==> config.mk <==
export PLATFORM = sky130hd
export DESIGN_NAME = tlfk_angle_reduce
export DESIGN_NICKNAME = d
export VERILOG_FILES = /design/src/rtl/tlfk_pkg.sv /design/src/rtl/tlfk_angle_reduce.sv
export SDC_FILE = /design/constraint.sdc
export NUM_CORES = 1
export LEC_CHECK = 0
export ABC_AREA = 1
export BUFFER_PORTS_ARGS = -buffer_cell sky130_fd_sc_hd__buf_4
export CORE_MARGIN = 4
export CORE_UTILIZATION = 30
export DETAILED_ROUTE_END_ITERATION = 10
export PLACE_DENSITY_LB_ADDON = 0.15
export SYNTH_ARGS = -nofsm -noshare
export SYNTH_HDL_FRONTEND = slang
export SYNTH_SLANG_ARGS = --single-unit
==> constraint.sdc <==
create_clock -name clk -period 2.2 [get_ports clk]
set_input_delay 0.33 -clock clk [delete_from_list [all_inputs] [get_ports clk]]
set_output_delay 0.33 -clock clk [all_outputs]
set_load 0.03 [all_outputs]
==> src/rtl/tlfk_pkg.sv <==
`timescale 1ns / 1ps
package tlfk_pkg;

  // Field widths.
  localparam int ANG_W   = 20;
  localparam int LEN_W   = 31;
  localparam int POS_W   = 32;
  localparam int CFG_W   = 32;
  localparam int CFG_IW  = 3;
  localparam int WIDE_W  = 36;  // angle in Q30 before reduction
  localparam int Z_W     = 33;  // rotation datapath, Q30 with headroom
  localparam int PROD_W  = 65;  // length times trig value
  localparam int SCL_W   = 35;  // scaled offset, Q16.16 with headroom
  localparam int ELB_W   = 36;  // unsaturated elbow
  localparam int END_W   = 37;  // unsaturated end point

  // Pipeline depths around the rotation stages.
  localparam int REDUCE_STAGES   = 3;
  localparam int POSITION_STAGES = 4;
  localparam int MAX_STEPS       = 24;

  // Angle constants in Q30.
  localparam logic signed [WIDE_W-1:0] Q30_PI      = 36'sd3373259426;
  localparam logic signed [WIDE_W-1:0] Q30_HALF_PI = 36'sd1686629713;
  localparam logic signed [WIDE_W-1:0] Q30_3PI     = 36'sd10119778278;
  localparam logic signed [WIDE_W-1:0] Q30_5PI     = 36'sd16866297130;
  localparam logic signed [Z_W-1:0]    CORDIC_GAIN = 33'sd652032874;
  localparam logic signed [PROD_W-1:0] ROUND_HALF  = 65'sd536870912;

  // Configuration register indexes.
  typedef enum logic [CFG_IW-1:0] {
    REG_LINK1_LENGTH = 3'd0,
    REG_LINK2_LENGTH = 3'd1,
    REG_ORIGIN_X     = 3'd2,
    REG_ORIGIN_Y     = 3'd3,
    REG_JOINT1_MIN   = 3'd4,
    REG_JOINT1_MAX   = 3'd5,
    REG_JOINT2_MIN   = 3'd6,
    REG_JOINT2_MAX   = 3'd7
  } cfg_idx_t;

  // One rotation lane: cosine, sine and residual angle.
  typedef struct packed {
    logic signed [Z_W-1:0] x;
    logic signed [Z_W-1:0] y;
    logic signed [Z_W-1:0] z;
  } rot_t;

  // Control that travels with each request down the pipeline.
  typedef struct packed {
    logic vld;
    logic ok;
    logic neg_a;
    logic neg_b;
  } ctl_t;

  // Arctangent of 2^-i in Q30.
  function automatic logic signed [Z_W-1:0] atan_q30(input int idx);
    logic signed [Z_W-1:0] a;
    case (idx)
      0:  a = 33'sd843314857;
      1:  a = 33'sd497837829;
      2:  a = 33'sd263043837;
      3:  a = 33'sd133525159;
      4:  a = 33'sd67021687;
      5:  a = 33'sd33543516;
      6:  a = 33'sd16775851;
      7:  a = 33'sd8388437;
      8:  a = 33'sd4194283;
      9:  a = 33'sd2097149;
      10: a = 33'sd1048576;
      11: a = 33'sd524288;
      12: a = 33'sd262144;
      13: a = 33'sd131072;
      14: a = 33'sd65536;
      15: a = 33'sd32768;
      16: a = 33'sd16384;
      17: a = 33'sd8192;
      18: a = 33'sd4096;
      19: a = 33'sd2048;
      20: a = 33'sd1024;
      21: a = 33'sd512;
      22: a = 33'sd256;
      23: a = 33'sd128;
      default: a = '0;
    endcase
    return a;
  endfunction

  // Number of turns to take off so the angle lands in [-pi, pi).
  function automatic logic signed [2:0] wrap_count(input logic signed [WIDE_W-1:0] v);
    logic signed [2:0] k;
    if (v >= Q30_5PI) k = 3'sd3;
    else if (v >= Q30_3PI) k = 3'sd2;
    else if (v >= Q30_PI) k = 3'sd1;
    else if (v < -Q30_5PI) k = -3'sd3;
    else if (v < -Q30_3PI) k = -3'sd2;
    else if (v < -Q30_PI) k = -3'sd1;
    else k = 3'sd0;
    return k;
  endfunction

  // Whole turns in Q30.
  function automatic logic signed [WIDE_W-1:0] turns_q30(input logic signed [2:0] k);
    logic signed [WIDE_W-1:0] t;
    case (k)
      3'sd3:  t = 36'sd20239556556;
      3'sd2:  t = 36'sd13493037704;
      3'sd1:  t = 36'sd6746518852;
      -3'sd1: t = -36'sd6746518852;
      -3'sd2: t = -36'sd13493037704;
      -3'sd3: t = -36'sd20239556556;
      default: t = '0;
    endcase
    return t;
  endfunction

  // Clamp to the signed 32-bit range.
  function automatic logic [POS_W-1:0] sat32(input logic signed [END_W-1:0] v);
    logic [POS_W-1:0] r;
    if (v > 37'sd2147483647) r = 32'h7FFF_FFFF;
    else if (v < -37'sd2147483648) r = 32'h8000_0000;
    else r = v[POS_W-1:0];
    return r;
  endfunction

endpackage

==> src/rtl/tlfk_angle_reduce.sv <==
`timescale 1ns / 1ps
module tlfk_angle_reduce (
  input  logic                           clk,
  input  logic                           rst_n,
  input  logic                           req_vld,
  input  logic                           cfg_ok,
  input  logic signed [tlfk_pkg::ANG_W-1:0] angle_one,
  input  logic signed [tlfk_pkg::ANG_W-1:0] angle_two,
  output tlfk_pkg::ctl_t                 ctl,
  output tlfk_pkg::rot_t                 lane_a,
  output tlfk_pkg::rot_t                 lane_b
);

  logic signed [tlfk_pkg::ANG_W:0]    sum_w;
  logic signed [tlfk_pkg::WIDE_W-1:0] va_w, vb_w;

  logic                               s1_vld_r, s1_ok_r;
  logic signed [tlfk_pkg::WIDE_W-1:0] s1_va_r, s1_vb_r;
  logic signed [2:0]                  s1_ka_r, s1_kb_r;

  logic                               s2_vld_r, s2_ok_r;
  logic signed [tlfk_pkg::WIDE_W-1:0] ra_w, rb_w;
  logic signed [tlfk_pkg::Z_W-1:0]    s2_ra_r, s2_rb_r;

  tlfk_pkg::ctl_t ctl_nxt, ctl_r;
  tlfk_pkg::rot_t lane_a_nxt, lane_b_nxt, lane_a_r, lane_b_r;

  // Joint sum and widening to Q30.
  assign sum_w = {angle_one[tlfk_pkg::ANG_W-1], angle_one}
               + {angle_two[tlfk_pkg::ANG_W-1], angle_two};
  assign va_w  = {{2{angle_one[tlfk_pkg::ANG_W-1]}}, angle_one, 14'd0};
  assign vb_w  = {sum_w[tlfk_pkg::ANG_W], sum_w, 14'd0};

  // Stage one: pick the number of whole turns.
  always_ff @(posedge clk) begin
    if (!rst_n) begin
      s1_vld_r <= 1'b0;
    end else begin
      s1_vld_r <= req_vld;
    end
    s1_ok_r <= cfg_ok;
    s1_va_r <= va_w;
    s1_vb_r <= vb_w;
    s1_ka_r <= tlfk_pkg::wrap_count(va_w);
    s1_kb_r <= tlfk_pkg::wrap_count(vb_w);
  end

  // Stage two: remove the turns, leaving [-pi, pi).
  assign ra_w = s1_va_r - tlfk_pkg::turns_q30(s1_ka_r);
  assign rb_w = s1_vb_r - tlfk_pkg::turns_q30(s1_kb_r);

  always_ff @(posedge clk) begin
    if (!rst_n) begin
      s2_vld_r <= 1'b0;
    end else begin
      s2_vld_r <= s1_vld_r;
    end
    s2_ok_r <= s1_ok_r;
    s2_ra_r <= ra_w[tlfk_pkg::Z_W-1:0];
    s2_rb_r <= rb_w[tlfk_pkg::Z_W-1:0];
  end

  // Stage three: fold into [-pi/2, pi/2] and seed the rotation.
  always_comb begin
    ctl_nxt.vld   = s2_vld_r;
    ctl_nxt.ok    = s2_ok_r;
    ctl_nxt.neg_a = 1'b0;
    ctl_nxt.neg_b = 1'b0;
    lane_a_nxt.x  = tlfk_pkg::CORDIC_GAIN;
    lane_a_nxt.y  = '0;
    lane_a_nxt.z  = s2_ra_r;
    lane_b_nxt.x  = tlfk_pkg::CORDIC_GAIN;
    lane_b_nxt.y  = '0;
    lane_b_nxt.z  = s2_rb_r;
    if (s2_ra_r > tlfk_pkg::Z_W'(tlfk_pkg::Q30_HALF_PI)) begin
      lane_a_nxt.z  = s2_ra_r - tlfk_pkg::Z_W'(tlfk_pkg::Q30_PI);
      ctl_nxt.neg_a = 1'b1;
    end else if (s2_ra_r < -tlfk_pkg::Z_W'(tlfk_pkg::Q30_HALF_PI)) begin
      lane_a_nxt.z  = s2_ra_r + tlfk_pkg::Z_W'(tlfk_pkg::Q30_PI);
      ctl_nxt.neg_a = 1'b1;
    end
    if (s2_rb_r > tlfk_pkg::Z_W'(tlfk_pkg::Q30_HALF_PI)) begin
      lane_b_nxt.z  = s2_rb_r - tlfk_pkg::Z_W'(tlfk_pkg::Q30_PI);
      ctl_nxt.neg_b = 1'b1;
    end else if (s2_rb_r < -tlfk_pkg::Z_W'(tlfk_pkg::Q30_HALF_PI)) begin
      lane_b_nxt.z  = s2_rb_r + tlfk_pkg::Z_W'(tlfk_pkg::Q30_PI);
      ctl_nxt.neg_b = 1'b1;
    end
  end

  always_ff @(posedge clk) begin
    if (!rst_n) begin
      ctl_r.vld <= 1'b0;
    end else begin
      ctl_r.vld <= ctl_nxt.vld;
    end
    ctl_r.ok    <= ctl_nxt.ok;
    ctl_r.neg_a <= ctl_nxt.neg_a;
    ctl_r.neg_b <= ctl_nxt.neg_b;
    lane_a_r    <= lane_a_nxt;
    lane_b_r    <= lane_b_nxt;
  end

  assign ctl    = ctl_r;
  assign lane_a = lane_a_r;
  assign lane_b = lane_b_r;

endmodule

* Word-level counts from Yosys, hierarchy flattened
Cells that the tools add are included.
** Storage, ports and cells
- Bits in registers :: 184
- Bits of input ports :: 44
- Output and inout port bits :: 202
- Logic and storage cells :: 77
** Cells by class
- Add/subtract/negate cells :: 7
- $lt $le $gt $ge :: 16
- Equal/unequal tests :: 12
- Mux-type cells :: 18
- Reductions and logical operators :: 4
** Operator list (count)
- 33-bit case mux with 6 select lines :: 2
- 33-bit 2-to-1 mux :: 4
- 34-bit by 35-bit >= comparator with 1-bit output (second input constant) :: 2
- 35-bit >= comparator (second input constant) :: 2
- 34-bit by 35-bit less-than comparator with 1-bit output (second input constant) :: 2
- 35-bit less-than comparator (second input constant) :: 2
- 33-bit adder (second input constant) :: 2
- 33-bit by 32-bit greater-than comparator with 1-bit output (second input constant) :: 2
- 33-bit by 32-bit less-than comparator with 1-bit output (second input constant) :: 2
- 33-bit subtractor :: 2
- 33-bit subtractor (second input constant) :: 2
- 35-bit by 33-bit >= comparator with 1-bit output (second input constant) :: 1
- 35-bit by 33-bit less-than comparator with 1-bit output (second input constant) :: 1
- 34-bit by 33-bit >= comparator with 1-bit output (second input constant) :: 1
- 34-bit by 33-bit less-than comparator with 1-bit output (second input constant) :: 1
- 20-bit by 20-bit adder with 21-bit output :: 1
- 3-bit == test (second input constant) :: 6
- 3-bit 2-to-1 mux :: 6
- 3-bit by 2-bit == test with 1-bit output (second input constant) :: 4
- 3-bit by 1-bit == test with 1-bit output (second input constant) :: 2
- 3-bit OR reduction :: 2
- 1-bit 2-to-1 mux :: 4
- 2-bit 2-to-1 mux :: 2
- 2-bit OR reduction :: 2

* Longest topological paths before layout
- Word-level depth :: 7
- Depth in mapped cells :: 21
- Gate-level depth less buffers :: 20

* Worst setup path after synthesis
No wires, ideal clock.
- Path type :: reg2reg
- From :: register s1_kb_r[1]
- To :: register s2_rb_r[30] (netlist bit)
- Library setup time :: 72 ps
- Data arrival time :: 2321 ps
- Data required time :: 2128 ps
- Slack :: -193 ps
- Cell stages (with the launch flop) :: 14
- Buffers on the path :: 0
- Clock period less this slack :: 2393 ps
- Cell sequence :: dfxtp_1 nor2_2 nor2_1 inv_1 ha_1 a21oi_1 o21ai_0 a21o_1 a21oi_1 inv_1 a21boi_0 o21ai_0 a21oi_1 xor2_1
** On the way
- Word-level cells in the longest chain between the ends :: 3
- Elaborated cells on any way between the ends :: 8
- Those cells by class :: add/sub (1); eq/ne (6); mux (1)
** RTL lines
- from (decl) :: RTL line tlfk_angle_reduce.sv:19 : logic signed [2:0] s1_ka_r, s1_kb_r;
- from (signal assigned) :: RTL line tlfk_angle_reduce.sv:45 : s1_kb_r <= tlfk_pkg::wrap_count(vb_w);
- 3-bit == test, or another cell as far along :: RTL line tlfk_pkg.sv:106 : case (k)
- 33-bit case mux with 6 select lines (*) :: RTL line tlfk_pkg.sv:106
- 33-bit subtractor (*) :: RTL line tlfk_angle_reduce.sv:50 : assign rb_w = s1_vb_r - tlfk_pkg::turns_q30(s1_kb_r);
- via rb_w (one bit) :: RTL line tlfk_angle_reduce.sv:22 : logic signed [tlfk_pkg::WIDE_W-1:0] ra_w, rb_w;
- to (signal assigned) :: RTL line tlfk_angle_reduce.sv:60 : s2_rb_r <= rb_w[tlfk_pkg::Z_W-1:0];
- to (decl) :: RTL line tlfk_angle_reduce.sv:23 : logic signed [tlfk_pkg::Z_W-1:0] s2_ra_r, s2_rb_r;
Mark *: on every way through the listed nets, which the timed path passes. The rest lies on a longest branch.
A chain may end at the register's enable or synchronous reset.

* Worst setup path after layout
- From :: register s1_ka_r[0]
- To :: register s2_ra_r[30] (netlist bit)
** On the way
- Word-level cells in the longest chain between the ends :: 3
- Elaborated cells on any way between the ends :: 8
- Those cells by class :: add/sub (1); eq/ne (6); mux (1)
** RTL lines
- from (decl) :: RTL line tlfk_angle_reduce.sv:19
- from (signal assigned) :: RTL line tlfk_angle_reduce.sv:44 : s1_ka_r <= tlfk_pkg::wrap_count(va_w);
- 3-bit == test, or another cell as far along :: RTL line tlfk_pkg.sv:106
- 33-bit case mux with 6 select lines (*) :: RTL line tlfk_pkg.sv:106
- 33-bit subtractor (*) :: RTL line tlfk_angle_reduce.sv:49 : assign ra_w = s1_va_r - tlfk_pkg::turns_q30(s1_ka_r);
- via ra_w (one bit) :: RTL line tlfk_angle_reduce.sv:22
- to (signal assigned) :: RTL line tlfk_angle_reduce.sv:59 : s2_ra_r <= ra_w[tlfk_pkg::Z_W-1:0];
- to (decl) :: RTL line tlfk_angle_reduce.sv:23
Marked as above.

==> flow_summary_export.csv <==
group,metric,value,unit
hold_path,hp-class,"input port to register",
finish,seq_area,3560,sq um
route,drt_first_pass_iters,5,
route,ant_nets,0,
critical_path,cp-end-kind,"register",
die,io_pins,246,
route,drt_iter0_drc,622,
critical_path,critPathMaxStageDelay,390,ps
synth,syn_inst,1874,
sta,layout_min_cycle_time,2350,ps
synth,netlist_area,12500,sq um
route,drc,0,
sta,worst_pin_slew,543,ps
die,initial_utilization,30.5,%
outcome,status,"finished, violations left",
sta,hold_viol_final,0,
hold_path,whs_path_depth,3,
critical_path,ff2ff_setup_slack,-150,ps
critical_path,reg2regPathDepth,13,
place,numPortBuffers,111,
finish,syn_to_final_growth,40.5,%
sta,fin_crit_sh,107,%
critical_path,worstPathMaxFanout,7,
sta,skew,12.2,ps
synth,yosys.area.top_type,"dfxtp_1",
sta,tns,-857,ps
synth,synth-main-ff-cell,"dfxtp_1",
critical_path,worst_ep_required_time,2540,ps
finish,final_nets,2424,
synth,synth_edf_count,0,
route,routed_wl,39.6,mm
sta,finalMaxSlewViolations,0,
die,dieArea,45200,sq um
route,wl_per_cell,13.9,um
grt,overflow,0,
hold_path,hold_path_end,"s1_vld_r",
outcome,violations,"setup timing",
sta,setup_viol,13,
die,die_w,212,um
die,rows,74,
clock_tree,cts_tree,"built",
clock_tree,clockBufferDepth,2,
synth,avgSynthCellArea,6.69,sq um
place,place_hpwl,32.3,mm
route,vias_per_cell,4.45,
power_and_ir_drop,ir_drop,0.000568,V
critical_path,crit_path_start_kind,"register",
synth,synth.distinct_cells,56,
clock_tree,numClockSinks,176,
sta,clock.fmax,425,MHz
synth,synth_top_area_share,28.1,%
route,num_vias,12700,
clock_tree,clkTransAtPathRegs,70,ps
finish,diodes,0,
critical_path,worst-setup-path-type,"register to register",
power_and_ir_drop,p_per_area,1310,nW/um^2
place,post-place-ws,-439,ps
critical_path,path_cells,"nor2_4 > nor2_2 > buf_6 > clkinvlp_4 > ha_4 > a21oi_4 > o21ai_1 > a31o_2 > a21oi_4 > o21ai_2 > a21oi_2 > o21ai_2 > xor2_1",
synth,synth-warning-count,0,
sta,relSlewSlack,63.5,%
clock_tree,clk_latency,450,ps
power_and_ir_drop,finalPower,23.1,mW
finish,drive_above_1_share,32.4,%
grt,antenna_found_initial,0,
grt,grt_max_degree,21,
hold_path,hp-start,"req_vld",
run,cap_violations,0,
critical_path,cp.arrival,2690,ps
clock_tree,numCtsBuffers,17,
grt,grt_pass1_wl,61.7,mm
finish,multiInputGateArea,8310,sq um
synth,async_reset_ff_share,0,%
synth,netlist_top_cells_count,"nand2_1 (487), inv_1 (211), dfxtp_1 (176), nor2_1 (147), buf_4 (140)",
synth,synth_most_common_cell,"nand2_1",
power_and_ir_drop,p_leak,8.89,nW
sta,rsz0062_at_grt,"true",
critical_path,regToRegEndpoint,"s2_ra_r[30]",
die,coreArea,41100,sq um
sta,fin_ws,-154,ps
die,dieHeight,212,um
critical_path,slowest_stage,"dfxtp_4",
grt,grt_pass1_vias,12000,
grt,track_usage,16.8,%
clock_tree,htree_levels,4,
synth,synth_area_leaders,"dfxtp_1 (28%), nand2_1 (15%), buf_4 (8.4%)",
finish,fill_cells,4290,
synth,yosysSeqAreaShare,28.1,%
place,gp_congestion,0.932,
critical_path,reg2reg_from,"s1_ka_r[0]",
synth,ys_ff_latch,176,
clock_tree,clockRootBuffer,"clkbuf_16",
[cell usage in the layout, fill, tap and decap left out, types with 48 or more instances in the layout]
master | synthesis | layout
nand2_1 | 487 | 442
nand3_1 | 124 | 109
xor2_1 | 75 | 74
nor2_1 | 147 | 119
conb_1 | 2 | 134
inv_1 | 211 | 199
nand2_2 | 9 | 48
buf_4 | 140 | 438
a21oi_1 | 92 | 69
dfxtp_1 | 176 | 156
[kinds of logic (layout without fill, tap and decap cells)]
group,after synthesis,in the layout,synth area share [%]
adders and majority gates,69,69,6.94
DFF,176,176,28.1
xor gates and xnor gates,90,90,6.28
other,2,134,0.0599
and+or+nand+nor,884,884,30.1
buffers and inverters,401,718,16.6
AOI/OAI and AO/OA,252,252,11.9
[area by class of cell]
type	count	area share, %
clock inverter	12	0.965
inverter	229	5.07
timing repair buffer	458	20.3
clock buffer	19	2.58
tap	532	3.78
multi-input combinational	1429	47.1
sequential	176	20.2
[critical path: cells and delay by family (launching register included)]
kind	cells	cell delay [ps]
AOI/OAI and AO/OA	7	940
buffers and inverters	2	340
DFF	1	390
and+or+nand+nor	2	130
xor gates and xnor gates	1	140
adders and majority gates	1	320
[per-layer routing]
layer	wire length [um]	part of all wire [%]	global-route usage [%]
met1	19100	48	23.6
met2	17800	45	26.9
met3	1770	4.5	2.29
met4	930	2.3	5.29
met5	0	0	0
[per-stage QoR]
step	util [%]	area (sq um)	cells	hold WS (ps)
after floorplan	-	13100	2006	310
after global placement	38.1	15700	2775	315
after detailed placement	38.1	15700	2775	312
after CTS	40.4	16600	2820	47.2
after global routing	42.9	17600	2855	62.8
final	42.9	17600	2855	70.6
[flip-flops by register name (all words and copies together), names as in the netlist]
name,count
s2_rb_r,31
s1_vld_r,1
s2_ok_r,1
s1_vb_r,19
lane_a,32
s1_ok_r,1
lane_b,32
ctl,2
s1_kb_r,3
s1_ka_r,3
s1_va_r,19
s2_vld_r,1
s2_ra_r,31
[worst max path at each step]
stage	from	end
4_1_cts	s1_ka_r[0]	s2_ra_r[32]
2_1_floorplan	s1_kb_r[0]	s2_rb_r[31]
6_report	s1_ka_r[0]	s2_ra_r[30]
3_3_place_gp	angle_one[11]	s1_kb_r[0]
3_5_place_dp	angle_one[11]	s1_kb_r[0]
5_1_grt	s1_kb_r[2]	s2_rb_r[32]
[power breakdown]
part,switching [mW],internal (mW)
clock,1.41,1.88
sequential,0.960,4.49
combinational,8.28,6.13
total,10.6,12.5
[repair_timing]
action                                  in CTS  in global routing
gates resized for setup                     60                207
pin swaps                                   19                 77
hold endpoints to repair                     1                  0
hold buffers                                 1                  0
setup buffers                               13                 34
endpoints found under the setup margin      57                 83
cloned                                       0                  2
Note: power is estimated with default switching activity, not from simulation.
